===== config.mk =====
export PLATFORM = sky130hd
export DESIGN_NAME = link_handshake_fsm
export DESIGN_NICKNAME = d
export VERILOG_FILES = /design/src/sv/lhf_pkg.sv /design/src/sv/lhf_cfg_regs.sv /design/src/sv/lhf_fsm.sv /design/src/sv/link_handshake_fsm.sv
export SDC_FILE = /design/constraint.sdc
export NUM_CORES = 1
export LEC_CHECK = 0
export BUFFER_PORTS_ARGS = -buffer_cell sky130_fd_sc_hd__clkbuf_2
export CORE_ASPECT_RATIO = 1.75
export CORE_MARGIN = 2
export CORE_UTILIZATION = 62
export CTS_CLUSTER_SIZE = 12
export DETAILED_ROUTE_END_ITERATION = 7
export GPL_TIMING_DRIVEN = 0
export MAX_ROUTING_LAYER = met4
export PLACE_DENSITY = 0.83
export SYNTH_ARGS = -nofsm -noshare
export SYNTH_HDL_FRONTEND = slang
export SYNTH_HIERARCHICAL = 1
export SYNTH_SLANG_ARGS = --single-unit

===== constraint.sdc =====
create_clock -name clk -period 6.1 [get_ports clk]
set_clock_uncertainty 0.2 [all_clocks]
set_input_delay 0.61 -clock clk [delete_from_list [all_inputs] [get_ports clk]]
set_output_delay 0.61 -clock clk [all_outputs]
set_load 0.02 [all_outputs]

===== src/sv/lhf_pkg.sv =====
// Shared types and constants of the link handshake block.
// No dependencies; the design and checker files refer to it by scoped names.
package lhf_pkg;

    localparam int CODE_W  = 8;
    localparam int TIMER_W = 16;
    localparam int CMD_W   = 3;
    localparam int STATE_W = 3;
    localparam int CFG_IDX_W  = 2;
    localparam int CFG_DATA_W = 16;

    localparam logic [CODE_W-1:0]  ALIVE_CODE_RST        = 8'd1;
    localparam logic [CODE_W-1:0]  CONNECTED_CODE_RST    = 8'd2;
    localparam logic [CODE_W-1:0]  DISCONNECTED_CODE_RST = 8'd3;
    localparam logic [TIMER_W-1:0] WAIT_TIMEOUT_RST      = 16'd100;

    typedef enum logic [STATE_W-1:0] {
        ST_DISCONNECTED = 3'd0,
        ST_START        = 3'd1,
        ST_WAIT         = 3'd2,
        ST_CONNECTED    = 3'd3,
        ST_DISCONNECT   = 3'd4
    } lhf_state_t;

    typedef enum logic [CMD_W-1:0] {
        CMD_RUN        = 3'd0,
        CMD_TICK       = 3'd1,
        CMD_CONNECT    = 3'd2,
        CMD_DISCONNECT = 3'd3,
        CMD_RELINK     = 3'd4
    } lhf_cmd_t;

    typedef enum logic [CFG_IDX_W-1:0] {
        REG_ALIVE_CODE        = 2'd0,
        REG_CONNECTED_CODE    = 2'd1,
        REG_DISCONNECTED_CODE = 2'd2,
        REG_WAIT_TIMEOUT      = 2'd3
    } lhf_reg_idx_t;

    typedef struct packed {
        logic [CMD_W-1:0]  command;
        logic              link_up;
        logic              packet_valid;
        logic [CODE_W-1:0] packet_code;
    } lhf_req_t;

    typedef struct packed {
        logic [STATE_W-1:0] side_state;
        logic               link_ready;
        logic               connect_accepted;
        logic               packet_taken;
        logic               send_valid;
        logic [CODE_W-1:0]  send_code;
        logic               deliver_valid;
        logic [CODE_W-1:0]  deliver_code;
    } lhf_res_t;

    typedef struct packed {
        logic [CODE_W-1:0]  alive_code;
        logic [CODE_W-1:0]  connected_code;
        logic [CODE_W-1:0]  disconnected_code;
        logic [TIMER_W-1:0] wait_timeout_ms;
    } lhf_cfg_t;

endpackage


===== src/sv/lhf_cfg_regs.sv =====
// Configuration register file of the link handshake block.
// Depends on lhf_pkg for the register indexes, reset values and lhf_cfg_t.
module lhf_cfg_regs
(
    input  logic                              clk,
    input  logic                              rst_n,
    input  logic                              cfg_valid,
    output logic                              cfg_ready,
    input  logic [lhf_pkg::CFG_IDX_W-1:0]     cfg_index,
    input  logic [lhf_pkg::CFG_DATA_W-1:0]    cfg_data,
    output lhf_pkg::lhf_cfg_t                 cfg
);

    lhf_pkg::lhf_cfg_t cfg_reg;

    assign cfg_ready = 1'b1;
    assign cfg       = cfg_reg;

    always_ff @(posedge clk or negedge rst_n)
    begin
        if (!rst_n)
        begin
            cfg_reg.alive_code        <= lhf_pkg::ALIVE_CODE_RST;
            cfg_reg.connected_code    <= lhf_pkg::CONNECTED_CODE_RST;
            cfg_reg.disconnected_code <= lhf_pkg::DISCONNECTED_CODE_RST;
            cfg_reg.wait_timeout_ms   <= lhf_pkg::WAIT_TIMEOUT_RST;
        end
        else if (cfg_valid && cfg_ready)
        begin
            case (lhf_pkg::lhf_reg_idx_t'(cfg_index))
                lhf_pkg::REG_ALIVE_CODE:
                    cfg_reg.alive_code <= cfg_data[lhf_pkg::CODE_W-1:0];
                lhf_pkg::REG_CONNECTED_CODE:
                    cfg_reg.connected_code <= cfg_data[lhf_pkg::CODE_W-1:0];
                lhf_pkg::REG_DISCONNECTED_CODE:
                    cfg_reg.disconnected_code <= cfg_data[lhf_pkg::CODE_W-1:0];
                lhf_pkg::REG_WAIT_TIMEOUT:
                    cfg_reg.wait_timeout_ms <= cfg_data[lhf_pkg::TIMER_W-1:0];
                default:
                    ;
            endcase
        end
    end

endmodule


===== src/sv/lhf_fsm.sv =====
// Handshake state machine: state, pending drop/relink flags and wait countdown.
// Depends on lhf_pkg; decides one request per cycle when fire is high.
module lhf_fsm
(
    input  logic              clk,
    input  logic              rst_n,
    input  logic              fire,
    input  lhf_pkg::lhf_req_t req,
    input  lhf_pkg::lhf_cfg_t cfg,
    output lhf_pkg::lhf_res_t res
);

    lhf_pkg::lhf_state_t              state_reg, state_next;
    logic                             drop_reg, drop_next;
    logic                             relink_reg, relink_next;
    logic [lhf_pkg::TIMER_W-1:0]      wait_reg, wait_next;

    lhf_pkg::lhf_cmd_t cmd;
    logic              drop_cause;
    logic              timed_out;
    logic              is_connected_pkt;
    logic              is_alive_pkt;

    assign cmd              = lhf_pkg::lhf_cmd_t'(req.command);
    assign drop_cause       = drop_reg || relink_reg || !req.link_up;
    assign timed_out        = (wait_reg == '0);
    assign is_connected_pkt = req.packet_valid && (req.packet_code == cfg.connected_code);
    assign is_alive_pkt     = req.packet_valid && (req.packet_code == cfg.alive_code);

    // Next state
    always_comb
    begin
        state_next  = state_reg;
        drop_next   = drop_reg;
        relink_next = relink_reg;
        wait_next   = wait_reg;
        if (fire)
        begin
            case (cmd)
                lhf_pkg::CMD_RUN:
                begin
                    case (state_reg)
                        lhf_pkg::ST_START:
                        begin
                            if (drop_cause)
                            begin
                                state_next  = lhf_pkg::ST_DISCONNECTED;
                                drop_next   = 1'b0;
                                relink_next = 1'b0;
                            end
                            else
                            begin
                                state_next = lhf_pkg::ST_WAIT;
                                wait_next  = cfg.wait_timeout_ms;
                            end
                        end
                        lhf_pkg::ST_WAIT:
                        begin
                            if (drop_cause)
                            begin
                                state_next  = lhf_pkg::ST_DISCONNECTED;
                                drop_next   = 1'b0;
                                relink_next = 1'b0;
                            end
                            else if (timed_out)
                                state_next = lhf_pkg::ST_START;
                            else if (is_connected_pkt)
                                state_next = lhf_pkg::ST_CONNECTED;
                        end
                        lhf_pkg::ST_CONNECTED:
                        begin
                            if (drop_cause)
                                state_next = lhf_pkg::ST_DISCONNECT;
                            else if (is_alive_pkt)
                                state_next = lhf_pkg::ST_START;
                        end
                        lhf_pkg::ST_DISCONNECT:
                        begin
                            state_next  = lhf_pkg::ST_DISCONNECTED;
                            drop_next   = 1'b0;
                            relink_next = 1'b0;
                        end
                        default:
                            ;
                    endcase
                end
                lhf_pkg::CMD_TICK:
                begin
                    if (!timed_out)
                        wait_next = wait_reg - 1'b1;
                end
                lhf_pkg::CMD_CONNECT:
                begin
                    if (state_reg == lhf_pkg::ST_DISCONNECTED && req.link_up)
                    begin
                        state_next  = lhf_pkg::ST_START;
                        drop_next   = 1'b0;
                        relink_next = 1'b0;
                    end
                end
                lhf_pkg::CMD_DISCONNECT:
                begin
                    if (state_reg != lhf_pkg::ST_DISCONNECTED)
                        drop_next = 1'b1;
                end
                lhf_pkg::CMD_RELINK:
                    relink_next = 1'b1;
                default:
                    ;
            endcase
        end
    end

    // Result of the request under decision
    always_comb
    begin
        res                  = '0;
        res.side_state       = state_next;
        res.link_ready       = (state_next == lhf_pkg::ST_CONNECTED) && req.link_up;
        case (cmd)
            lhf_pkg::CMD_RUN:
            begin
                case (state_reg)
                    lhf_pkg::ST_START:
                    begin
                        if (!drop_cause)
                        begin
                            res.send_valid = 1'b1;
                            res.send_code  = cfg.alive_code;
                        end
                    end
                    lhf_pkg::ST_WAIT:
                    begin
                        if (!drop_cause && !timed_out && req.packet_valid)
                        begin
                            res.packet_taken = 1'b1;
                            if (is_connected_pkt)
                            begin
                                res.send_valid    = 1'b1;
                                res.send_code     = cfg.connected_code;
                                res.deliver_valid = 1'b1;
                                res.deliver_code  = req.packet_code;
                            end
                        end
                    end
                    lhf_pkg::ST_CONNECTED:
                    begin
                        if (!drop_cause && req.packet_valid)
                        begin
                            res.packet_taken = 1'b1;
                            if (!is_alive_pkt)
                            begin
                                res.deliver_valid = 1'b1;
                                res.deliver_code  = req.packet_code;
                            end
                        end
                    end
                    lhf_pkg::ST_DISCONNECT:
                    begin
                        res.deliver_valid = 1'b1;
                        res.deliver_code  = cfg.disconnected_code;
                    end
                    default:
                        ;
                endcase
            end
            lhf_pkg::CMD_CONNECT:
                res.connect_accepted = (state_reg == lhf_pkg::ST_DISCONNECTED) && req.link_up;
            default:
                ;
        endcase
    end

    always_ff @(posedge clk or negedge rst_n)
    begin
        if (!rst_n)
        begin
            state_reg  <= lhf_pkg::ST_DISCONNECTED;
            drop_reg   <= 1'b0;
            relink_reg <= 1'b0;
            wait_reg   <= '0;
        end
        else
        begin
            state_reg  <= state_next;
            drop_reg   <= drop_next;
            relink_reg <= relink_next;
            wait_reg   <= wait_next;
        end
    end

endmodule


===== src/sv/link_handshake_fsm.sv =====
// Top level of the link handshake block: request register, state machine, result register.
// Depends on lhf_pkg, lhf_cfg_regs and lhf_fsm.
//
//   channel  | handshake               | payload
//   ---------+-------------------------+-------------------------------
//   req      | req_valid / req_stall   | req (lhf_req_t)
//   res      | res_valid / res_stall   | res (lhf_res_t), one per request
//   cfg      | cfg_valid / cfg_ready   | cfg_index, cfg_data
//
// One request per cycle while res is not stalled: a request is held in the request
// register, is decided by the state machine and lands in the result register.
// Reset clears the state, the flags, the countdown and both valid bits and loads the
// register defaults. A stall on res holds the result register and backs up into the
// request register; req_stall rises only while both are full and res is stalled.
module link_handshake_fsm
(
    input  logic                           clk,
    input  logic                           rst_n,
    input  logic                           req_valid,
    output logic                           req_stall,
    input  lhf_pkg::lhf_req_t              req,
    output logic                           res_valid,
    input  logic                           res_stall,
    output lhf_pkg::lhf_res_t              res,
    input  logic                           cfg_valid,
    output logic                           cfg_ready,
    input  logic [lhf_pkg::CFG_IDX_W-1:0]  cfg_index,
    input  logic [lhf_pkg::CFG_DATA_W-1:0] cfg_data
);

    lhf_pkg::lhf_cfg_t cfg;
    lhf_pkg::lhf_req_t req_q_reg;
    logic              req_q_valid_reg, req_q_valid_next;
    lhf_pkg::lhf_res_t res_reg;
    logic              res_valid_reg, res_valid_next;
    lhf_pkg::lhf_res_t fsm_res;
    logic              fire;
    logic              req_take;

    lhf_cfg_regs u_cfg_regs
    (
        .clk       (clk),
        .rst_n     (rst_n),
        .cfg_valid (cfg_valid),
        .cfg_ready (cfg_ready),
        .cfg_index (cfg_index),
        .cfg_data  (cfg_data),
        .cfg       (cfg)
    );

    lhf_fsm u_fsm
    (
        .clk   (clk),
        .rst_n (rst_n),
        .fire  (fire),
        .req   (req_q_reg),
        .cfg   (cfg),
        .res   (fsm_res)
    );

    // Advance the held request when the result register is free or being emptied
    assign fire      = req_q_valid_reg && (!res_valid_reg || !res_stall);
    assign req_stall = req_q_valid_reg && !fire;
    assign req_take  = req_valid && !req_stall;

    assign res_valid = res_valid_reg;
    assign res       = res_reg;

    always_comb
    begin
        req_q_valid_next = req_take || (req_q_valid_reg && !fire);
        res_valid_next   = fire || (res_valid_reg && res_stall);
    end

    always_ff @(posedge clk or negedge rst_n)
    begin
        if (!rst_n)
        begin
            req_q_valid_reg <= 1'b0;
            res_valid_reg   <= 1'b0;
        end
        else
        begin
            req_q_valid_reg <= req_q_valid_next;
            res_valid_reg   <= res_valid_next;
        end
    end

    always_ff @(posedge clk)
    begin
        if (req_take)
            req_q_reg <= req;
        if (fire)
            res_reg <= fsm_res;
    end

endmodule


==> results.toml, run 1 <==
[final_layout]
finish.net_count = 502
antenna-diode-count = 0
area_growth_syn_to_layout_pct = 15.9
max_reg_flops = 40
post_layout_nonfiller_instances = 557
layout_cell_share_with_drive_strength_beyond_1_pct = 32.4

[timing]
final_period_minus_worst_setup_slack_ns = 2.86
rsz0062_at_grt = "false"
max_clock_freq_mhz = 350
slew_violations = 0
final.setup.tns_ns = 0
hold-worst-slack_ns = 0.192
tightest_slew_ns = 0.885
final-hold-violation-count = 0
final.period_utilization_pct = 46.9
max_slew_margin_pct = 40.5
report.final.setup_viol = 0

[logic_synthesis]
synth_compound_gate_area_share_pct = 13.2
synth_top_area_cells = "sky130_fd_sc_hd__dfrtp_1, sky130_fd_sc_hd__edfxtp_1, sky130_fd_sc_hd__mux2_2"
post_synth_mux_area_share_pct = 9.71
post-synth-top-area-fraction_pct = 29.5
portion_of_the_post_synthesis_area_used_by_sequential_elements_pct = 56.7
syn-cell-area_um2 = 4750
ys_types = 59
synth-simple-area-share_pct = 13.3
synthFlopType = "sky130_fd_sc_hd__dfrtp_1"
synth-xor-area-share_pct = 3.32
syn_nets = 429
netlist.top_cell.by_area = "sky130_fd_sc_hd__dfrtp_1"
async_set_reset_flop_share_out_of_synthesis_pct = 63.0
post_synth.cell_area_avg_um2 = 12.2
synthesis.instances = 391
yosys_synthesis_warning_count = 6
ys_seq_elements = 100
synth_top_family_by_area = "simple AND/OR/NAND/NOR gates"
yosys.area_share.adder_pct = 0.526
synth_edf_count = 37

[clocking]
cts.sink_count = 100
cts.clk_slew.worst_paths_ns = 0.07
cts.repair_timing.setup_buffer_count = 0
insertion_delay_ns = 0.35
cts.repair.resized = 0
hold_buffers = 0
tritoncts = "built"
max-clock-path-buffers = 2
clock_tree.htree_level_count = 3
tritoncts.num_buffers = 9
clock_tree.root_cell = "sky130_fd_sc_hd__clkbuf_16"

[setup_path]
crit_path_max_fanout = 8
cp_data_required_time_ns = 6.00
critPathLaunchType = "flop"
worstSetupPathType = "reg2reg"
cp.arrival_ns = 2.76
worstSetupEndpointType = "flop"

[global_route]
grt_first_pass_wirelength_um = 16900
globalRoute.totalOverflow = 0
number_of_global_route_vias_before_repair = 3436
antenna_found_initial = 0
grt_usage_pct = 27.1
maximum_number_of_pins_on_one_net_before_global_route_repair = 64

[placed_design]
placed_wire_length_estimate_um = 7810
port_buffers = 61
dp_cells = 541
place.gp.congestion = 0.963

[routing]
route.detailed.wl_per_inst_um = 19.1
drt_wirelength_um = 10700
drcViolationCount = 0
route.antenna.remaining_nets = 0
detailedRoute.firstPassIterationCount = 6
drt_first_iter_violations = 407
routed_via_density = 6.42
via_count = 3578

[run]
maxCapViolations = 0

[power]
vdd.ir_drop.worst_mv = 0.256
power_per_cell_area_nw_per_um2 = 362
p_int_mw = 1.37
share_comb_of_total_power_pct = 23.0
leakagePower_nw = 2.21
design_power_total_mw = 1.99
clock_power_share_pct = 29.9
sequential_share_of_power_pct = 47.2
switchingPower_mw = 0.622
swShare_pct = 31.2

[floorplan]
floorplan.core_area_um2 = 7510
initial_utilization_pct = 63.3
io_pins = 63
die-height_um = 120
die_width_um = 70.2
row_count = 42
dieArea_um2 = 8410

[worst_hold_path]
hold_path_class = "in2async"

[status]
status = "complete, no violations"
[layer usage]
layer  track usage (%)  share of wire [%]  up-vias
met5                 -                  0        -
met4              13.5                4.1        0
met3              5.46                6.1       38
met2              47.1                 55      188
met1              29.2                 35     1724
li1                  -                  -     1628
[worst max-delay path, stage by stage (launching register included)]
cell	delay [ns]
sky130_fd_sc_hd__dfrtp_1	0.38
sky130_fd_sc_hd__buf_6	0.13
sky130_fd_sc_hd__nor4_1	0.73
sky130_fd_sc_hd__and4b_1	0.45
sky130_fd_sc_hd__a21oi_2	0.12
sky130_fd_sc_hd__and4b_1	0.21
sky130_fd_sc_hd__buf_2	0.18
sky130_fd_sc_hd__a22o_1	0.20
[area by class of cell]
cell class	instances	area, µm²
clock buffer	10	250
buffer	19	100
timing repair buffer	62	323
clock inverter	6	67.6
fill	516	2010
tap	88	110
multi-input combinational	259	1910
inverter	13	48.8
sequential	100	2700
[metrics by stage]
stage | instance area [µm²] | util [%] | setup slack (ns)
final | 5510 | 73.3 | 3.24
after global routing | 5510 | 73.3 | 3.13
after CTS | 5510 | 73.3 | 3.32
after detailed placement | 5190 | 69.1 | 3.08
after global placement | 5170 | 68.8 | 0.926
after floorplan | 4750 | - | 1.89
[cells in the final DEF (no fill, tap or decap), types with 9 or more instances in the layout]
| cell | instances |
|---|---|
| sky130_fd_sc_hd__edfxtp_1 | 37 |
| sky130_fd_sc_hd__xnor2_1 | 10 |
| sky130_fd_sc_hd__dfrtp_1 | 56 |
| sky130_fd_sc_hd__nor2_1 | 13 |
| sky130_fd_sc_hd__nor3_1 | 12 |
| sky130_fd_sc_hd__o21ai_0 | 10 |
| sky130_fd_sc_hd__o2bb2ai_1 | 14 |
| sky130_fd_sc_hd__clkbuf_1 | 10 |
| sky130_fd_sc_hd__mux2_2 | 40 |
| sky130_fd_sc_hd__a22o_1 | 9 |
| sky130_fd_sc_hd__clkbuf_2 | 60 |
| sky130_fd_sc_hd__inv_1 | 13 |
| sky130_fd_sc_hd__a21oi_1 | 16 |
| sky130_fd_sc_hd__clkbuf_16 | 10 |
| sky130_fd_sc_hd__nor4_1 | 10 |
| sky130_fd_sc_hd__nand2_1 | 19 |
| sky130_fd_sc_hd__nand3_1 | 19 |
[path summary, 6_finish.rpt]
| check | cells past startpoint | slack, ns | startpoint | to |
|---|---|---|---|---|
| min | 1 | 0.19 | rst_n | u_cfg_regs/cfg[8] |
| max in group asynchronous | 1 | 4.94 | rst_n | u_fsm/wait_reg[9] |
| min reg2reg | 1 | 0.30 | u_fsm/wait_reg[7] | u_fsm/wait_reg[7] |
| max reg2reg | 7 | 3.24 | u_fsm/wait_reg[4] | res[9] |
| min in group clk | 1 | 0.24 | req[0] | req_q_reg[0] |
| max | 7 | 3.24 | u_fsm/wait_reg[4] | res[9] |
[cell usage after synthesis, types with 12 or more instances]
library cell                 n
sky130_fd_sc_hd__o2bb2ai_1  14
sky130_fd_sc_hd__nor3_1     12
sky130_fd_sc_hd__nand3_1    19
sky130_fd_sc_hd__a21oi_1    16
sky130_fd_sc_hd__inv_1      13
sky130_fd_sc_hd__dfrtp_1    56
sky130_fd_sc_hd__nor2_1     13
sky130_fd_sc_hd__mux2_2     40
sky130_fd_sc_hd__edfxtp_1   37
sky130_fd_sc_hd__nand2_1    19
[power groups by stage]
| stage | Clock (mW) | Combinational, mW | Sequential [mW] |
|---|---|---|---|
| after CTS | 0.600 | 0.452 | 0.938 |
| final | 0.595 | 0.458 | 0.939 |
| after global placement | 0 | 0.430 | 0.940 |
| after detailed placement | 0 | 0.450 | 0.950 |
| after floorplan | 0 | 0.315 | 0.939 |
| after global routing | 0.629 | 0.496 | 0.952 |
[cells by family after synthesis]
| family | after synthesis |
|---|---|
| buffers and inverters | 32 |
| other | 1 |
| DFF | 100 |
| xor gates and xnor gates | 18 |
| AOI/OAI and AO/OA | 89 |
| adders and majority gates | 2 |
| muxes | 41 |
| and+or+nand+nor | 108 |
Power figures use the tool's default switching activity.
==> run 2: changes to the inputs <==
Settings changed: CORE_UTILIZATION 62 to 52, PLACE_DENSITY 0.83 to 0.74.
Clock period 6.1 ns to 2.3 ns, I/O delays scaled along.
==> run 2 against run 1 <==
The flow now finishes with violations (negative setup slack). Largest power group unchanged. Wire length rose by 12%. Critical endpoint is now res[10]. Global-route usage fell by 1.4 points. Total power rose to 2.7 times the previous value. Register-to-register slack got worse by 3.3 ns. Final area rose by 13%.
==> results.toml, run 2 (same netlist as run 1, synthesis figures left out) <==
[global_route]
number_of_global_route_vias_before_repair = 3759
maximum_number_of_pins_on_one_net_before_global_route_repair = 64
grt_first_pass_wirelength_um = 18900
globalRoute.totalOverflow = 0
grt_usage_pct = 25.8
antenna_found_initial = 0

[floorplan]
row_count = 46
io_pins = 63
die_width_um = 76.3
floorplan.core_area_um2 = 8980
initial_utilization_pct = 53.0
die-height_um = 130
dieArea_um2 = 9950

[setup_path]
critPathLaunchType = "flop"
worstSetupEndpointType = "flop"
regToRegEndpoint = "res[10]"
crit_path_end = "res[10]"
worst_r2r_path_depth = 6
cp.arrival_ns = 2.39
cp_data_required_time_ns = 2.30
crit_path_max_fanout = 8
worstSetupPathType = "reg2reg"
crit-reg2reg-launch = "req_q_reg[5]"
worst_setup_sp = "req_q_reg[5]"
worst-r2r-setup-slack_ns = -0.09

[routing]
drt_first_iter_violations = 285
drcViolationCount = 0
route.antenna.remaining_nets = 0
routed_via_density = 5.87
via_count = 3758
drt_wirelength_um = 11900
route.detailed.wl_per_inst_um = 18.6
detailedRoute.firstPassIterationCount = 5

[timing]
final.period_utilization_pct = 104
final-hold-violation-count = 0
max_clock_freq_mhz = 419
final.setup.tns_ns = -0.757
rsz0062_at_grt = "true"
max_slew_margin_pct = 43.5
final_period_minus_worst_setup_slack_ns = 2.39
postLayoutSetupSlackWorst_ns = -0.0875
tightest_slew_ns = 0.842
slew_violations = 0
report.final.setup_viol = 20

[final_layout]
layout_cell_share_with_drive_strength_beyond_1_pct = 38.1
final_cell_mix = "sky130_fd_sc_hd__clkbuf_2, sky130_fd_sc_hd__dfrtp_1, sky130_fd_sc_hd__mux2_2"
finish.net_count = 553
multiInputGateArea_um2 = 2100
max_reg_flops = 40
post_layout_nonfiller_instances = 640
layout.area.seq_um2 = 2700
layout.cells.most_common = "sky130_fd_sc_hd__clkbuf_2"
fillerInstances = 644
area_growth_syn_to_layout_pct = 31.1
final_util_pct = 69.4
antenna-diode-count = 0

[clocking]
clock_tree.htree_level_count = 3
clock_tree.root_cell = "sky130_fd_sc_hd__clkbuf_16"
tritoncts = "built"
max-clock-path-buffers = 2
insertion_delay_ns = 0.34
cts.sink_count = 100
tritoncts.num_buffers = 9
cts.clk_slew.worst_paths_ns = 0.07

[power]
leakagePower_nw = 2.52
design_power_total_mw = 5.46
vdd.ir_drop.worst_mv = 0.587
power_per_cell_area_nw_per_um2 = 876

[worst_hold_path]
worst_hold_path.num_cells = 2
hold_path_class = "in2reg"

[status]
failed_checks = "negative setup slack"
status = "finished, violations left"

[placed_design]
placed_wire_length_estimate_um = 7830
port_buffers = 61
dp_cells = 572
place.gp.congestion = 0.934

[run]
maxCapViolations = 0
-- run 2: changes by cell type in the layout (fill, tap and decap cells not counted), sizes merged --
cell	previous run	this run
clkinv	2	1
a21boi	1	2
bufinv	1	0
dlygate4sd3	0	30
buf	10	33
inv	16	15
-- run 2: how the worst min path moves through the flow --
| stage | start | end |
|---|---|---|
| floorplan | rst_n | req_q_valid_reg |
| global placement | req[7] | req_q_reg[7] |
| CTS | cfg_data[4] | u_cfg_regs/cfg[4] |
| finish | cfg_data[4] | u_cfg_regs/cfg[4] |
| global route | cfg_data[4] | u_cfg_regs/cfg[28] |
| detailed placement | req[1] | req_q_reg[1] |
-- run 2: power breakdown --
part / internal (mW) / switching (mW) / leakage, nW / total [mW]
combinational: 0.682 / 0.812 / 1.27 / 1.49
clock: 0.796 / 0.629 / 0.141 / 1.43
sequential: 2.21 / 0.325 / 1.10 / 2.54
total: 3.69 / 1.77 / 2.52 / 5.46
-- run 2: area by class of cell --
type | count | area share [%]
sequential | 100 | 43.3
multi-input combinational | 260 | 33.7
timing repair buffer | 116 | 13.5
clock buffer | 13 | 4.17
tap | 120 | 2.41
buffer | 15 | 1.85
inverter | 13 | 0.783
clock inverter | 3 | 0.321
-- run 2: through the flow --
step	hold WS, ns	worst slack (ns)	area, µm²
after global placement	0.208	-0.491	5260
after CTS	0.00559	-0.209	6150
after global routing	0.0169	-0.187	6230
after detailed placement	0.209	-0.470	5260
final	0.0105	-0.0875	6230
after floorplan	-0.266	-0.201	4800
-- run 2: timing repair --
action	CTS	global route
buffers inserted	15	8
hold buffers	30	0
pin swaps	23	12
endpoints found under the setup margin	42	38
endpoints found under the hold margin	105	0
cloned	2	1
resized for setup	32	11
-- run 2: layer usage --
layer,routed length (µm),vias up,GRT usage (%)
met3,510,47,5.15
met1,4140,1825,25.8
met5,0,-,-
met2,6510,156,45.3
met4,735,0,17.5
li1,-,1730,-
-- run 2: worst max-delay path: stages, from the launching register on --
cell and delay (ns):
sky130_fd_sc_hd__edfxtp_1 0.45, sky130_fd_sc_hd__xnor2_1 0.30, sky130_fd_sc_hd__nand3_1 0.17, sky130_fd_sc_hd__nor3_1 0.53, sky130_fd_sc_hd__and4b_1 0.30, sky130_fd_sc_hd__buf_6 0.15
sky130_fd_sc_hd__a22o_1 0.15
